===== src/rtl/prt_pkg.sv =====
package prt_pkg;

    localparam int SLOT_COUNT_DEF = 16;

    localparam int MAC_W    = 48;
    localparam int TIME_W   = 32;
    localparam int RANGE_W  = 20;
    localparam int PERIOD_W = 16;
    localparam int FAIL_W   = 8;
    localparam int REQ_W    = 3;
    localparam int CFG_IDX_W  = 2;
    localparam int CFG_DATA_W = 48;
    // period times the backoff factor of five
    localparam int BPERIOD_W = PERIOD_W + 3;

    localparam logic [REQ_W-1:0] REQ_SUCCESS = 3'd0;
    localparam logic [REQ_W-1:0] REQ_FAILURE = 3'd1;
    localparam logic [REQ_W-1:0] REQ_FRESH   = 3'd2;
    localparam logic [REQ_W-1:0] REQ_LAST    = 3'd3;
    localparam logic [REQ_W-1:0] REQ_DUE     = 3'd4;

    localparam logic [CFG_IDX_W-1:0] CFG_SELF_MAC     = 2'd0;
    localparam logic [CFG_IDX_W-1:0] CFG_RANGE_PERIOD = 2'd1;
    localparam logic [CFG_IDX_W-1:0] CFG_MAX_FAILURES = 2'd2;
    localparam logic [CFG_IDX_W-1:0] CFG_MAX_AGE      = 2'd3;

    localparam logic [MAC_W-1:0]    SELF_MAC_RST     = '0;
    localparam logic [PERIOD_W-1:0] RANGE_PERIOD_RST = 16'd200;
    localparam logic [FAIL_W-1:0]   MAX_FAILURES_RST = 8'd3;
    localparam logic [PERIOD_W-1:0] MAX_AGE_RST      = 16'd1000;

    localparam logic [RANGE_W-1:0] RANGE_SAT = 20'd1000000;
    localparam logic [FAIL_W-1:0]  FAIL_SAT  = 8'd255;

    typedef struct packed {
        logic [REQ_W-1:0]   req_type;
        logic [MAC_W-1:0]   peer_mac;
        logic [TIME_W-1:0]  now_ms;
        logic [RANGE_W-1:0] range_mm;
    } t_req;

    typedef struct packed {
        logic               found;
        logic [RANGE_W-1:0] range_out_mm;
        logic [TIME_W-1:0]  measured_at_ms;
        logic               due;
    } t_res;

    typedef struct packed {
        logic [MAC_W-1:0]   mac;
        logic [RANGE_W-1:0] rng_mm;
        logic [TIME_W-1:0]  last_ok;
        logic [TIME_W-1:0]  last_attempt;
        logic [FAIL_W-1:0]  fail_count;
        logic               has_range;
    } t_entry;

endpackage


===== src/rtl/prt_ram.sv =====
module prt_ram #(
    parameter int WIDTH = 8,
    parameter int DEPTH = 16,
    parameter int AW    = (DEPTH > 1) ? $clog2(DEPTH) : 1
) (
    input  logic             i_clk,
    input  logic             i_we,
    input  logic [AW-1:0]    i_waddr,
    input  logic [WIDTH-1:0] i_wdata,
    input  logic [AW-1:0]    i_raddr,
    output logic [WIDTH-1:0] o_rdata
);

    logic [WIDTH-1:0] r_mem [DEPTH];
    logic [WIDTH-1:0] r_rdata;

    always_ff @(posedge i_clk) begin
        if (i_we) begin
            r_mem[i_waddr] <= i_wdata;
        end
        r_rdata <= r_mem[i_raddr];
    end

    assign o_rdata = r_rdata;

endmodule


===== src/rtl/peer_range_table.sv =====
// Peer range table: SLOT_COUNT entries of ranging results keyed by peer MAC.
//
// Input channel (i_in_valid / o_in_stall, payload i_in) carries one request;
// output channel (o_out_valid / i_out_stall, payload o_out) returns exactly
// one result transaction per request, in order.
// Configuration is a plain write port (i_cfg_we, i_cfg_idx, i_cfg_data);
// the user must write it only while the block is idle; nothing enforces that.
//
// Each request scans every slot of the entry RAM once (one read per cycle),
// then reads the chosen slot again and, for success, failure and due
// requests that act on it, writes it back. One request is worked on at a
// time and the block passes through idle before the next is taken.
// The input is not stalled while a finished result waits in the output
// register; a stalled receiver holds back the next result, and the input
// stays stalled until that result can be loaded.
// Reset clears the used marks of all slots (no clearing pass needed) and
// loads the register defaults; RAM contents count only in slots marked used.
module peer_range_table #(
    parameter int SLOT_COUNT = prt_pkg::SLOT_COUNT_DEF
) (
    input  logic                            i_clk,
    input  logic                            i_rst_n,
    input  logic                            i_in_valid,
    output logic                            o_in_stall,
    input  prt_pkg::t_req                   i_in,
    output logic                            o_out_valid,
    input  logic                            i_out_stall,
    output prt_pkg::t_res                   o_out,
    input  logic                            i_cfg_we,
    input  logic [prt_pkg::CFG_IDX_W-1:0]   i_cfg_idx,
    input  logic [prt_pkg::CFG_DATA_W-1:0]  i_cfg_data
);

    import prt_pkg::*;

    localparam int IW = (SLOT_COUNT > 1) ? $clog2(SLOT_COUNT) : 1;
    localparam logic [IW-1:0] LAST_IDX = IW'(SLOT_COUNT - 1);
    localparam int EW = $bits(t_entry);

    localparam logic [2:0] ST_IDLE   = 3'd0;
    localparam logic [2:0] ST_SCAN   = 3'd1;
    localparam logic [2:0] ST_DRAIN  = 3'd2;
    localparam logic [2:0] ST_DECIDE = 3'd3;
    localparam logic [2:0] ST_UPD    = 3'd4;
    localparam logic [2:0] ST_OUT    = 3'd5;

    logic [2:0]          r_state, n_state;
    logic [MAC_W-1:0]    r_self_mac;
    logic [PERIOD_W-1:0] r_period;
    logic [FAIL_W-1:0]   r_max_fail;
    logic [PERIOD_W-1:0] r_max_age;
    logic [SLOT_COUNT-1:0] r_used;

    t_req                r_req;
    logic [IW-1:0]       r_addr;
    logic                r_rd_vld;
    logic [IW-1:0]       r_rd_idx;

    logic                r_hit, r_rhit, r_free;
    logic [IW-1:0]       r_hit_idx, r_rhit_idx, r_free_idx, r_old_idx;
    logic [TIME_W-1:0]   r_old_age;

    logic [IW-1:0]       r_tgt;
    logic                r_new;
    logic                r_act;
    t_res                r_res;
    logic                r_out_vld;
    t_res                r_out;

    logic                w_accept;
    logic [IW-1:0]       w_raddr;
    logic [EW-1:0]       w_rdata;
    t_entry              w_rd;
    logic                w_rd_used;
    logic [TIME_W-1:0]   w_age;
    logic [IW-1:0]       w_tgt;
    logic                w_new;
    logic                w_act;
    t_entry              w_base;
    t_entry              w_wr;
    logic                w_we;
    t_res                w_res;
    logic [BPERIOD_W-1:0] w_bperiod;
    logic                w_load_out;

    assign w_accept   = i_in_valid && !o_in_stall;
    assign o_in_stall = (r_state != ST_IDLE);

    // configuration registers
    always_ff @(posedge i_clk) begin
        if (!i_rst_n) begin
            r_self_mac <= SELF_MAC_RST;
            r_period   <= RANGE_PERIOD_RST;
            r_max_fail <= MAX_FAILURES_RST;
            r_max_age  <= MAX_AGE_RST;
        end else if (i_cfg_we) begin
            unique case (i_cfg_idx)
                CFG_SELF_MAC:     r_self_mac <= i_cfg_data[MAC_W-1:0];
                CFG_RANGE_PERIOD: r_period   <= i_cfg_data[PERIOD_W-1:0];
                CFG_MAX_FAILURES: r_max_fail <= i_cfg_data[FAIL_W-1:0];
                CFG_MAX_AGE:      r_max_age  <= i_cfg_data[PERIOD_W-1:0];
                default: ;
            endcase
        end
    end

    prt_ram #(
        .WIDTH (EW),
        .DEPTH (SLOT_COUNT),
        .AW    (IW)
    ) u_ram (
        .i_clk   (i_clk),
        .i_we    (w_we),
        .i_waddr (r_tgt),
        .i_wdata (w_wr),
        .i_raddr (w_raddr),
        .o_rdata (w_rdata)
    );

    assign w_rd      = t_entry'(w_rdata);
    assign w_rd_used = r_used[r_rd_idx];
    assign w_age     = r_req.now_ms - w_rd.last_ok;

    // slot choice after the scan
    always_comb begin
        w_tgt = r_hit_idx;
        w_new = 1'b0;
        w_act = 1'b0;
        unique case (r_req.req_type)
            REQ_SUCCESS, REQ_FAILURE, REQ_DUE: begin
                w_act = (r_req.req_type != REQ_DUE) || (r_self_mac < r_req.peer_mac);
                w_new = !r_hit;
                priority if (r_hit) begin
                    w_tgt = r_hit_idx;
                end else if (r_free) begin
                    w_tgt = r_free_idx;
                end else begin
                    w_tgt = r_old_idx;
                end
            end
            REQ_FRESH, REQ_LAST: begin
                w_act = r_rhit;
                w_tgt = r_rhit_idx;
            end
            default: ;
        endcase
    end

    assign w_raddr = (r_state == ST_SCAN) ? r_addr : w_tgt;

    // read-modify-write of the chosen slot
    always_comb begin
        if (r_new) begin
            w_base = '0;
            w_base.mac = r_req.peer_mac;
        end else begin
            w_base = w_rd;
        end
        w_wr      = w_base;
        w_res     = '0;
        w_we      = 1'b0;
        w_bperiod = {3'b000, r_period};
        if (w_base.fail_count >= r_max_fail) begin
            w_bperiod = {1'b0, r_period, 2'b00} + {3'b000, r_period};
        end
        if (r_state == ST_UPD && r_act) begin
            unique case (r_req.req_type)
                REQ_SUCCESS: begin
                    w_we              = 1'b1;
                    w_wr.rng_mm       = (r_req.range_mm > RANGE_SAT) ? RANGE_SAT
                                                                     : r_req.range_mm;
                    w_wr.last_ok      = r_req.now_ms;
                    w_wr.last_attempt = r_req.now_ms;
                    w_wr.fail_count   = '0;
                    w_wr.has_range    = 1'b1;
                end
                REQ_FAILURE: begin
                    w_we              = 1'b1;
                    w_wr.last_attempt = r_req.now_ms;
                    if (w_base.fail_count != FAIL_SAT) begin
                        w_wr.fail_count = w_base.fail_count + 1'b1;
                    end
                end
                REQ_DUE: begin
                    w_we      = 1'b1;
                    w_res.due = ((r_req.now_ms - w_base.last_attempt)
                                 >= TIME_W'(w_bperiod));
                end
                REQ_FRESH: begin
                    if ((r_req.now_ms - w_base.last_ok) <= TIME_W'(r_max_age)) begin
                        w_res.found        = 1'b1;
                        w_res.range_out_mm = w_base.rng_mm;
                    end
                end
                REQ_LAST: begin
                    w_res.found          = 1'b1;
                    w_res.range_out_mm   = w_base.rng_mm;
                    w_res.measured_at_ms = w_base.last_ok;
                end
                default: ;
            endcase
        end
    end

    assign w_load_out = (r_state == ST_OUT) && (!r_out_vld || !i_out_stall);

    always_comb begin
        n_state = r_state;
        unique case (r_state)
            ST_IDLE:   if (w_accept) n_state = ST_SCAN;
            ST_SCAN:   if (r_addr == LAST_IDX) n_state = ST_DRAIN;
            ST_DRAIN:  n_state = ST_DECIDE;
            ST_DECIDE: n_state = ST_UPD;
            ST_UPD:    n_state = ST_OUT;
            ST_OUT:    if (w_load_out) n_state = ST_IDLE;
            default:   n_state = ST_IDLE;
        endcase
    end

    // control
    always_ff @(posedge i_clk) begin
        if (!i_rst_n) begin
            r_state   <= ST_IDLE;
            r_used    <= '0;
            r_rd_vld  <= 1'b0;
            r_out_vld <= 1'b0;
        end else begin
            r_state  <= n_state;
            r_rd_vld <= (r_state == ST_SCAN);
            if (w_we) begin
                r_used[r_tgt] <= 1'b1;
            end
            if (w_load_out) begin
                r_out_vld <= 1'b1;
            end else if (!i_out_stall) begin
                r_out_vld <= 1'b0;
            end
        end
    end

    // scan bookkeeping and payload
    always_ff @(posedge i_clk) begin
        if (w_accept) begin
            r_req     <= i_in;
            r_addr    <= '0;
            r_hit     <= 1'b0;
            r_rhit    <= 1'b0;
            r_free    <= 1'b0;
            r_hit_idx <= '0;
            r_rhit_idx <= '0;
            r_free_idx <= '0;
            r_old_idx <= '0;
            r_old_age <= '0;
        end else begin
            if (r_state == ST_SCAN && r_addr != LAST_IDX) begin
                r_addr <= r_addr + 1'b1;
            end
            if (r_rd_vld) begin
                if (!w_rd_used) begin
                    if (!r_free) begin
                        r_free     <= 1'b1;
                        r_free_idx <= r_rd_idx;
                    end
                end else begin
                    if (!r_hit && w_rd.mac == r_req.peer_mac) begin
                        r_hit     <= 1'b1;
                        r_hit_idx <= r_rd_idx;
                    end
                    if (!r_rhit && w_rd.has_range && w_rd.mac == r_req.peer_mac) begin
                        r_rhit     <= 1'b1;
                        r_rhit_idx <= r_rd_idx;
                    end
                    // ties go to the later slot
                    if (w_age >= r_old_age) begin
                        r_old_age <= w_age;
                        r_old_idx <= r_rd_idx;
                    end
                end
            end
        end
        r_rd_idx <= r_addr;
        if (r_state == ST_DECIDE) begin
            r_tgt <= w_tgt;
            r_new <= w_new;
            r_act <= w_act;
        end
        if (r_state == ST_UPD) begin
            r_res <= w_res;
        end
        if (w_load_out) begin
            r_out <= r_res;
        end
    end

    assign o_out_valid = r_out_vld;
    assign o_out       = r_out;

    a_out_from_seq: assert property (@(posedge i_clk) disable iff (!i_rst_n)
        $rose(o_out_valid) |-> $past(r_state) == ST_OUT)
        else $error("result appeared outside the output step");

    a_scan_step: assert property (@(posedge i_clk) disable iff (!i_rst_n)
        (r_state == ST_SCAN && r_addr != LAST_IDX) |=> r_addr == $past(r_addr) + 1'b1)
        else $error("scan address did not advance");

    a_used_set: assert property (@(posedge i_clk) disable iff (!i_rst_n)
        w_we |=> r_used[$past(r_tgt)])
        else $error("written slot not marked used");

    a_found_due_excl: assert property (@(posedge i_clk) disable iff (!i_rst_n)
        o_out_valid |-> !(o_out.found && o_out.due))
        else $error("found and due both set");

endmodule


===== config.mk =====
export PLATFORM = sky130hd
export DESIGN_NAME = peer_range_table
export DESIGN_NICKNAME = d
export VERILOG_FILES = /design/src/rtl/prt_pkg.sv /design/src/rtl/prt_ram.sv /design/src/rtl/peer_range_table.sv
export SDC_FILE = /design/constraint.sdc
export NUM_CORES = 2
export LEC_CHECK = 0
export BUFFER_PORTS_ARGS = -buffer_cell sky130_fd_sc_hd__buf_2
export CELL_PAD_IN_SITES_DETAIL_PLACEMENT = 0
export CELL_PAD_IN_SITES_GLOBAL_PLACEMENT = 2
export CORE_ASPECT_RATIO = 1.5
export CORE_MARGIN = 2
export CORE_UTILIZATION = 54
export CTS_BUF_LIST = sky130_fd_sc_hd__clkbuf_8
export CTS_CLUSTER_DIAMETER = 200
export CTS_CLUSTER_SIZE = 20
export DETAILED_ROUTE_END_ITERATION = 8
export PLACE_DENSITY_LB_ADDON = 0.1
export SYNTH_ARGS = -nofsm -noshare
export SYNTH_HDL_FRONTEND = slang
export SYNTH_HIERARCHICAL = 1
export SYNTH_SLANG_ARGS = --single-unit
export TNS_END_PERCENT = 10

===== constraint.sdc =====
create_clock -name i_clk -period 34.9 [get_ports i_clk]
set_input_delay 6.98 -clock i_clk [delete_from_list [all_inputs] [get_ports i_clk]]
set_output_delay 6.98 -clock i_clk [all_outputs]
set_load 0.01 [all_outputs]

; ---- Yosys cells after proc, flatten, opt, wreduce, memory -nomap -nowiden
; Memory sizes are Yosys's and may differ from the RTL's. A register that Yosys moved wholly into a read port is not among the register bits.
; Index checks and enable logic that the tools add are counted.
[op_classes]
bitwise_logic = 3
magnitude_cmp = 9
n_eq_ne = 21
mux = 29
addsub = 6
reduce_logical = 33
[op_table]
columns = cell, count
row1 = $mux W141, 1
row2 = $sub A32 B32 Y32, 3
row3 = $mux W93, 1
row4 = $pmux W40 S2, 1
row5 = $mux W52, 1
row6 = $eq A48 B48 Y1, 1
row7 = $lt A48 B48 Y1, 1
row8 = $pmux W21 S2, 1
row9 = $ge A32 B19 Y1, 1
row10 = $ge A32 B32 Y1, 1
row11 = $le A32 B16 Y1, 1
row12 = $mux W21, 1
row13 = $gt A20 B20 Y1 const B, 1
row14 = $mux W20, 1
row15 = $add A18 B16 Y19, 1
row16 = $mux W19, 1
row17 = $pmux W3 S6, 1
row18 = $or A16 B16 Y16, 1
row19 = $reduce_and A3 Y1, 5
row20 = $reduce_and A2 Y1, 7
row21 = $eq A3 B2 Y1 const B, 4
row22 = $mux W4, 3
row23 = $lt A4 B5 Y1 const B, 2
row24 = $eq A3 B3 Y1 const B, 3
row25 = 29 further kinds, 57
[word_totals]
ff_bits = 385
mem_count = 1
mem_bits_rw = 2256
[memory_table]
columns = memory, words, word_bits, rd, rd_clocked_by_memory_dff, wr, line
row1 = u_ram.r_mem, 16, 141, 1, 1, 1, prt_ram.sv:14  ; logic [WIDTH-1:0] r_mem [DEPTH];

; ---- Depth between registers and ports, before layout
[logic_depth]
word_depth = 6
ltp_mapped = 29
depth_no_buf = 26

; ---- By module
; Netlist, hierarchy kept.
[by_module_without_submodules]
columns = module, seq_area_each_um2, area_each_um2, instances, cells_each
row1 = prt_ram, 70567.7, 87463.9, 1, 3679
row2 = peer_range_table, 9879.5, 24636.1, 1, 2669

; ---- Worst setup path after synthesis
; Ideal clock, no wire load.
[synth_timing]
kind = reg-to-reg
from = register r_state[2]
to = memory u_ram/r_mem[0][0] (netlist bit) (enable)
required_time_ps = 34086
period_less_slack_ps = 13286
t_arrival_ps = 12473
stages_incl_launch_ff = 8
setup_slack_ps = 21614
path_buffers = 1
path_cell_list = dfxtp_1 -> buf_4 -> nor3b_4 -> and2_1 -> nand2_1 -> inv_1 -> or3b_2 -> nor3_1
[synth_between]
elab_chain_len = 5
[synth_lines]
columns = element, line
row1 = from (decl), peer_range_table.sv:47  ; logic [2:0] r_state, n_state;
row2 = from (signal assigned), peer_range_table.sv:228  ; r_state <= n_state;
row3 = $eq A3 B3 Y1, peer_range_table.sv:166  ; if (r_state == ST_UPD && r_act) begin
row4 = $logic_and A1 B1 Y1, peer_range_table.sv:166
row5 = $mux W1, peer_range_table.sv:166
row6 = via w_we, peer_range_table.sv:81  ; logic w_we;
row7 = $mux W1, prt_ram.sv:18  ; if (i_we) begin
row8 = $mux W1 (not written as such), prt_ram.sv:19  ; r_mem[i_waddr] <= i_wdata;
row9 = to (decl), prt_ram.sv:14
; The timed path passes the listed nets, and every way through them passes these cells.

; ---- Worst setup path in the final report
[layout_timing]
from = register r_state[2]
to = output o_in_stall
[layout_between]
elab_chain_len = 1
[layout_lines]
columns = element, line
row1 = $reduce_bool A3 Y1, peer_range_table.sv:87  ; assign o_in_stall = (r_state != ST_IDLE);
row2 = to (decl), peer_range_table.sv:24  ; output logic o_in_stall,
; No other way between the ends.

==> flow_summary.ini <==
[timing]
slew_viol_final = 0
period_share_pct = 25.8
rsz0062_at_grt = false
finalSetupViolCount = 0
finClkSkew_ns = 0.0846
period_minus_slack_ns = 9.00
finalSetupTns_ns = 0
finalHoldViolCount = 0
whs_ns = 0.426
max_freq_mhz = 111
relSlewSlack_pct = 11.9
worst_slew_pin_slew_ns = 1.32

[pwr]
leakage_nw = 39.9
powerDensity_nw_per_um2 = 61.2
ir_drop_mv = 0.0404

[clock_network]
clockBufferDepth = 4
cts_htree_levels = 4
cts_hold_buf = 0
clkSinkCount = 2782
ctsResizeCount = 0
cts_root_buf = clkbuf_8
cts_made_buffers = 165
cts_tree = built
path_clk_slew_ns = 0.13
postCtsSetupBuffers = 0
insertion_delay_ns = 0.99

[place]
placedCellCount = 9135
gp_congestion = 0.836
dp_hpwl_um = 169000
port_buffers = 213

[routing]
num_vias = 59134
wl_per_cell_um = 30.6
first_pass_iters = 5
vias_per_cell = 6.27
drc = 0
drtAntennaViolNets = 0
first_iter_violations = 6156
totalWireLength_um = 289000

[yosys]
postSynthAreaPerCell_um2 = 17.7
async_reset_ff_share_pct = 0
yosysUniqueCellTypes = 84
synth_seq_area_share_pct = 71.8
synth_area_um2 = 112000
ys_ff_latch = 2782
ys.flop_type = edfxtp_1
syn_inst = 6348
synth_fp_nets = 6742
yosysWarningCount = 6
synth_edf_count = 2473

[cells_and_area]
fin_cells = 9426
mostFrequentLayoutCell = edfxtp_1
nets = 7018
area_delta_synth_final_pct = 6.81
fill_cells = 15659
multi_input_area_um2 = 29700
layout_common_cells = 2473 x edfxtp_1, 538 x mux4_2, 524 x nand2_1
drive_gt1_share_pct = 19.5
ff_latch_area_um2 = 80400

[setup_path]
worstPathMaxFanout = 9
end_kind = primary output
path_class = reg -> out
worstPathArrival_ns = 2.02
worst_ep_required_time_ns = 27.92
startpoint_type = register

[grt]
grt_pass1_vias = 59490
grt_overflow = 0
track_usage_pct = 27.3
grt_max_degree = 123
antenna_found_initial = 15
grt_first_pass_wirelength_um = 416000

[floorplan]
rows = 204
start_util_pct = 54.4
coreArea_um2 = 206000
fp.dieArea_um2 = 211000
die_height_um = 562
die_w_um = 376
io_pins = 214

[flow_run]
cap_violations = 0

[worst_hold_path]
hold_path_class = reg -> reg

[outcome]
outcome = completed
final timing paths:
| path | from | to | slack, ns | cells after the start |
|---|---|---|---|---|
| max | r_state[2] | o_in_stall | 25.90 | 2 |
| min | r_res[50] | o_out[50] | 0.43 | 0 |
| max reg2reg | r_new | r_res[0] | 27.96 | 25 |
| min reg2reg | r_res[50] | o_out[50] | 0.43 | 0 |
synthesized netlist by cell type, types with 8 or more instances:
library cell  count  share of area, %
dfxtp_1         309               5.5
a22oi_1         248               1.7
a211oi_1         12             0.080
a21o_1           56              0.38
a31oi_1          24              0.13
nor4_1           27              0.15
nand4_1          35              0.20
xnor2_1          59              0.46
buf_2            76              0.34
mux2i_1          93              0.83
buf_1            18             0.060
ha_1            232               2.6
a21boi_0         80              0.54
mux2_2          115               1.2
edfxtp_1       2473                66
nand3b_1          8             0.054
mux4_2          538                11
o31ai_1           8             0.054
o21bai_1         15              0.10
nor2_1          187              0.63
and3_1           11             0.061
nand3_1          30              0.13
xor2_1           78              0.61
nor3_1           28              0.13
nand2_1         525               1.8
a221oi_1         13              0.10
o21ai_0         180              0.80
nand2b_1         50              0.28
o211ai_1         18              0.12
inv_1           180              0.60
a21oi_2          21              0.16
o221ai_1         21              0.16
and2_1            8             0.045
nor2b_1          71              0.40
buf_4            31              0.21
clkbuf_1        157              0.53
a21oi_1         159              0.71
buf_6            12              0.12
or2_2             9             0.050
o21a_1           32              0.21
logic make-up after synthesis:
logic type | Yosys count | synth area share (%)
AOI/OAI and AO/OA | 939 | 5.62
xor gates and xnor gates | 137 | 1.07
adders and majority gates | 236 | 2.66
buffers and inverters | 481 | 1.91
DFF | 2782 | 71.8
muxes | 746 | 12.8
and+or+nand+nor | 1027 | 4.17
routing by layer:
metal | global-route usage [%] | up-vias | wire, um
met4 | 6.84 | 2 | 7610
met3 | 2.84 | 354 | 17900
met5 | 0 | - | 13
li1 | - | 25501 | -
met1 | 38.3 | 31160 | 118000
met2 | 46.3 | 2117 | 145000
state kept, by name, indices dropped and copies added, names as in the netlist, 16 cells and up:
name and flops:
o_out 54, r_max_age 16, r_old_age 32, r_period 16
r_req 103, r_res 54, r_self_mac 48, r_used 16
u_ram/o_rdata 141, u_ram/r_mem 2256
worst max-delay path, cell delays in order (launching register included):
cell and delay [ns]:
dfxtp_1 0.40, or3_1 0.48, buf_2 0.18
metrics by stage:
stage | worst slack [ns] | power [mW] | util [%] | area (um2)
detailed placement | 25.40 | 5.96 | 56.7 | 117000
finish | 25.90 | 7.32 | 58.1 | 120000
floorplan | 21.61 | 5.37 | - | 112000
global placement | 25.47 | 5.93 | 56.7 | 117000
CTS | 25.79 | 7.38 | 58.0 | 120000
global route | 25.80 | 7.65 | 58.1 | 120000
area by class of cell:
class                   count  area share, %
flip-flops and latches   2782           67.2
clock inverters           117          0.394
multi-input cells        3085           24.8
diodes                      6         0.0125
well taps                2678           2.80
inverters                 180          0.566
repair buffers            410           2.26
clock buffers             168           1.93
power by group:
group          total [mW]  switching [mW]  internal, mW
clock                1.45           0.991         0.456
sequential           4.01          0.0996          3.91
combinational        1.86            1.11         0.758
(Power assumes the default switching activity.)
